### src/hw/rtl/ppt_ram.sv
// Generic single-write, single-read RAM with registered read data.
module ppt_ram #(
  parameter int WIDTH = 8,
  parameter int DEPTH = 16,
  localparam int AW = (DEPTH > 1) ? $clog2(DEPTH) : 1
) (
  input  logic             clk,
  input  logic             we,
  input  logic [AW-1:0]    waddr,
  input  logic [WIDTH-1:0] wdata,
  input  logic [AW-1:0]    raddr,
  output logic [WIDTH-1:0] rdata
);

  logic [WIDTH-1:0] mem [DEPTH];

  // Write port and registered read port.
  always_ff @(posedge clk) begin
    if (we) begin
      mem[waddr] <= wdata;
    end
    rdata <= mem[raddr];
  end

endmodule

### config.mk
export PLATFORM = sky130hd
export DESIGN_NAME = ppt_ram
export DESIGN_NICKNAME = d
export VERILOG_FILES = /design/src/hw/rtl/ppt_ram.sv
export SDC_FILE = /design/constraint.sdc
export NUM_CORES = 1
export LEC_CHECK = 0
export BUFFER_PORTS_ARGS = -buffer_cell sky130_fd_sc_hd__buf_2
export CAP_MARGIN = 30
export CORE_UTILIZATION = 56
export CTS_BUF_LIST = sky130_fd_sc_hd__clkbuf_4 sky130_fd_sc_hd__clkbuf_8 sky130_fd_sc_hd__clkbuf_16
export CTS_CLUSTER_SIZE = 30
export DETAILED_ROUTE_END_ITERATION = 8
export GPL_TIMING_DRIVEN = 0
export PLACE_DENSITY = 0.7
export RECOVER_POWER = 25
export SYNTH_ARGS = -nofsm -noshare
export SYNTH_HDL_FRONTEND = slang
export SYNTH_SLANG_ARGS = --single-unit
export TNS_END_PERCENT = 1
### constraint.sdc
create_clock -name clk -period 1.75 [get_ports clk]
set_input_delay 0.0875 -clock clk [delete_from_list [all_inputs] [get_ports clk]]
set_output_delay 0.0875 -clock clk [all_outputs]
set_load 0.01 [all_outputs]
Word-level counts from Yosys, hierarchy flattened
Memories as Yosys holds them, arrays and structs flattened. A register that Yosys moved wholly into a read port is not among the register bits.
Cells that the tools add are included.
{"block": "word_totals", "register_bits": 0, "ram_bits": 128, "input_bits": 18, "output_inout_bits": 8, "elab_cells": 3, "n_memories": 1}
{"block": "op_classes", "muxes": 2}
{"name": "mem", "words": 16, "width": 8, "read_ports": 1, "rd_clocked_by_memory_dff": 1, "write_ports": 1, "line_no": "15", "rtl": "logic [WIDTH-1:0] mem [DEPTH];"}
{"op": "$mux 1", "n": 2}

Longest topological paths before layout
{"block": "depth", "word_depth": 2, "mapped_depth": 5, "depth_no_buf": 3}

Worst setup path before layout
Ideal clock, no wire load.
{"block": "synth_timing", "kind": "in2reg", "from": "input waddr[2]", "to": "memory mem[0][0] (enable)", "setup_ns": 0.383, "arrival_time_ns": 1.197, "required_ns": 1.367, "slack_ns": 0.170, "stages": 2, "n_path_buf": 0, "path_cell_list": "or3b_2 > nor3_1"}
{"item": "start: declaration", "line_no": "9", "rtl": "input logic [AW-1:0] waddr,"}
{"item": "end: declaration", "line_no": "15"}
No word-level cell before the write port.

Worst setup path in the final report
{"block": "layout_timing", "from": "input waddr[0]", "to": "memory mem[2][5] (enable)"}
No word-level cell before the write port.

==> flow_summary_export.csv <==
group,metric,value,unit
global_routing,grt_pass1_wl,14.8,mm
synth,synth_area,0.00515,mm2
synth,synth_seq_cells,136,
sta,worstMarginPinSlew,0.829,ns
synth,synth.yosys.seq_area_share,77.8,%
place,port_buffers,24,
hold_path,hold_class,"in -> reg",
sta,setup_viol_count_final,0,
synth,synth_cells,229,
finish,diodes,0,
sta,post-route-period-util,87.0,%
global_routing,antenna_found_initial,0,
place,routabilityCongestion,0.716,
sta,hold_viol,0,
synth,yosysTopAreaCellShare,74.7,%
clock_network,path_clk_slew,0.06,ns
synth,yosys-top-cells-area,"edfxtp_1 (75%), mux4_2 (7.9%), mux4_1 (7.1%)",
sta,holdWs,0.0257,ns
sta,finClkSkew,0.00855,ns
sta,fmax,0.657,GHz
setup_path,cp-end-kind,"register",
finish,fin_nets,303,
sta,final.setup.worst_slack,0.228,ns
setup_path,path_class,"in -> reg",
sta,maxSlewHeadroom,44.5,%
finish,final_layout_size_suffix_gt1_share,28.2,%
sta,rsz0062_at_grt,"no",
run,maxCapViolCount,0,
clock_network,cts_root_buffer,"clkbuf_8",
hold_path,worstHoldStart,"waddr[1]",
detailed_routing,routed_via_density,6.07,
synth,synth.avg_cell_area,22.5,um2
sta,fin_crit,1.52,ns
synth,synthDistinctLibCells,19,
global_routing,grt.total_usage,22.9,%
global_routing,grt_pass1_vias,2499,
setup_path,crit_arrival,1.66,ns
die,pin_count,26,
die,dieArea,0.00958,mm2
detailed_routing,first_pass_iters,7,
clock_network,htreeDepth,4,
clock_network,cts_buffer_depth,2,
die,start_util,58.5,%
synth,post-synth-top-area-cell,"edfxtp_1",
clock_network,cts.sinks,136,
power_and_ir_drop,ir_drop,706,uV
place,pre_cts_slack,-0.0233,ns
synth,synth_warnings,0,
die,die_h,97.9,um
hold_path,hold_end,"mem[4][1]",
power_and_ir_drop,power.leakage,2.07,nW
finish,final_cell_count_no_fill,406,
die,core-area,0.00881,mm2
clock_network,clk_latency,0.51,ns
clock_network,cts_buffers,17,
setup_path,crit_required,1.89,ns
detailed_routing,routed_wirelength,10.0,mm
die,rows,34,
global_routing,grt_overflow,0,
setup_path,r2r-end,"rdata[0]",
finish,final_cell_mix,"edfxtp_1 (128), buf_2 (25), mux4_2 (18)",
setup_path,reg2regPathDepth,3,
detailed_routing,vias,2465,
setup_path,crit_fanout,8,
setup_path,start_kind,"input port",
setup_path,r2r_setup_slack,0.27,ns
finish,syn_to_final_growth,18.3,%
detailed_routing,drt_iter0_markers,306,
detailed_routing,routedWlPerCell,24.7,um
detailed_routing,drtAntennaViolNets,0,
power_and_ir_drop,powerDensity,1220,mW/mm2
global_routing,grt_max_degree,17,
die,fp.dieW,97.9,um
outcome,status,"complete, but fails checks",
clock_network,cts_tree,"done",
clock_network,cts.repair.resized,0,
finish,final_common_cell,"edfxtp_1",
place,numPlacedInstances,365,
setup_path,reg2reg_from,"mem[4][0]",
detailed_routing,drc_errors,3,
outcome,failed_checks,"DRC",
sta,maxSlewViolCount,0,
hold_path,hold_depth,2,
synth,postSynthNetCount,247,
place,hpwl,6.09,mm
## cell families after synthesis
family / after synthesis / synth area share, %
DFF: 136 / 77.8
muxes: 32 / 15.0
and+or+nand+nor: 35 / 3.18
AOI/OAI and AO/OA: 16 / 2.33
buffers and inverters: 10 / 1.68
## cells in the mapped netlist, drive strengths merged
cell type,count
edfxtp,128
mux4,32
a22oi,16
nor2,13
nand2,9
dfxtp,8
buf,7
nor3,4
clkdlybuf4s25,3
nand2b,2
nand3b,2
and2,1
and2b,1
nand3,1
nor2b,1
or3b,1
## where the power goes
part,internal [mW],switching [mW]
clock,2.13,1.28
sequential,3.64,0.0184
combinational,0.157,0.211
total,5.93,1.51
## worst max-delay path: stages
cell,delay [ns]
dlygate4sd3_1,0.53
buf_2,0.17
nand2b_1,0.23
nor2_1,0.64
## worst max-delay path by stage
stage                        start          to  slack (ns)  cells after the start
final                     waddr[0]   mem[2][5]        0.23                      4
after global routing      waddr[0]   mem[2][5]        0.15                      4
after CTS                 waddr[0]  mem[10][3]        0.21                      4
after detailed placement  waddr[2]   mem[2][0]       -0.02                      3
after global placement    waddr[2]   mem[0][0]       -0.33                      3
after floorplan           waddr[2]   mem[0][0]        0.17                      2
## registers in the layout, indices dropped and copies added, names as in the netlist
signal	cells
mem	128
rdata	8
## what timing repair did
item / CTS / global route
setup buffers: 0 / 0
hold endpoints to repair: 117 / 0
hold buffers: 9 / 0
## per-layer routing
metal	global-route usage [%]	up-vias	wire length, um
li1	-	1084	-
met1	32.0	1277	4400
met3	7.16	13	534
met2	34.8	91	4870
met5	0	-	0
met4	8.04	0	238
## through the flow
stage | area, um2 | util, % | TNS (ns) | power [mW]
6_report | 6090 | 69.2 | 0 | 7.44
5_1_grt | 6090 | 69.2 | 0 | 7.64
4_1_cts | 6100 | 69.2 | 0 | 7.47
3_5_place_dp | 5430 | 61.6 | -0.289 | 4.08
3_3_place_gp | 5400 | 61.4 | -4.17 | 4.06
2_1_floorplan | 5150 | - | 0 | 3.92
## cell type report
| cell class | count | area, um2 |
|---|---|---|
| Timing Repair Buffer | 37 | 226 |
| Clock inverter | 11 | 124 |
| Fill cell | 560 | 2720 |
| Buffer | 10 | 86.3 |
| Tap cell | 108 | 135 |
| Sequential cell | 136 | 4000 |
| Multi-Input combinational cell | 83 | 1060 |
| Clock buffer | 21 | 457 |
No activity file was read; power rests on OpenSTA's default activity.
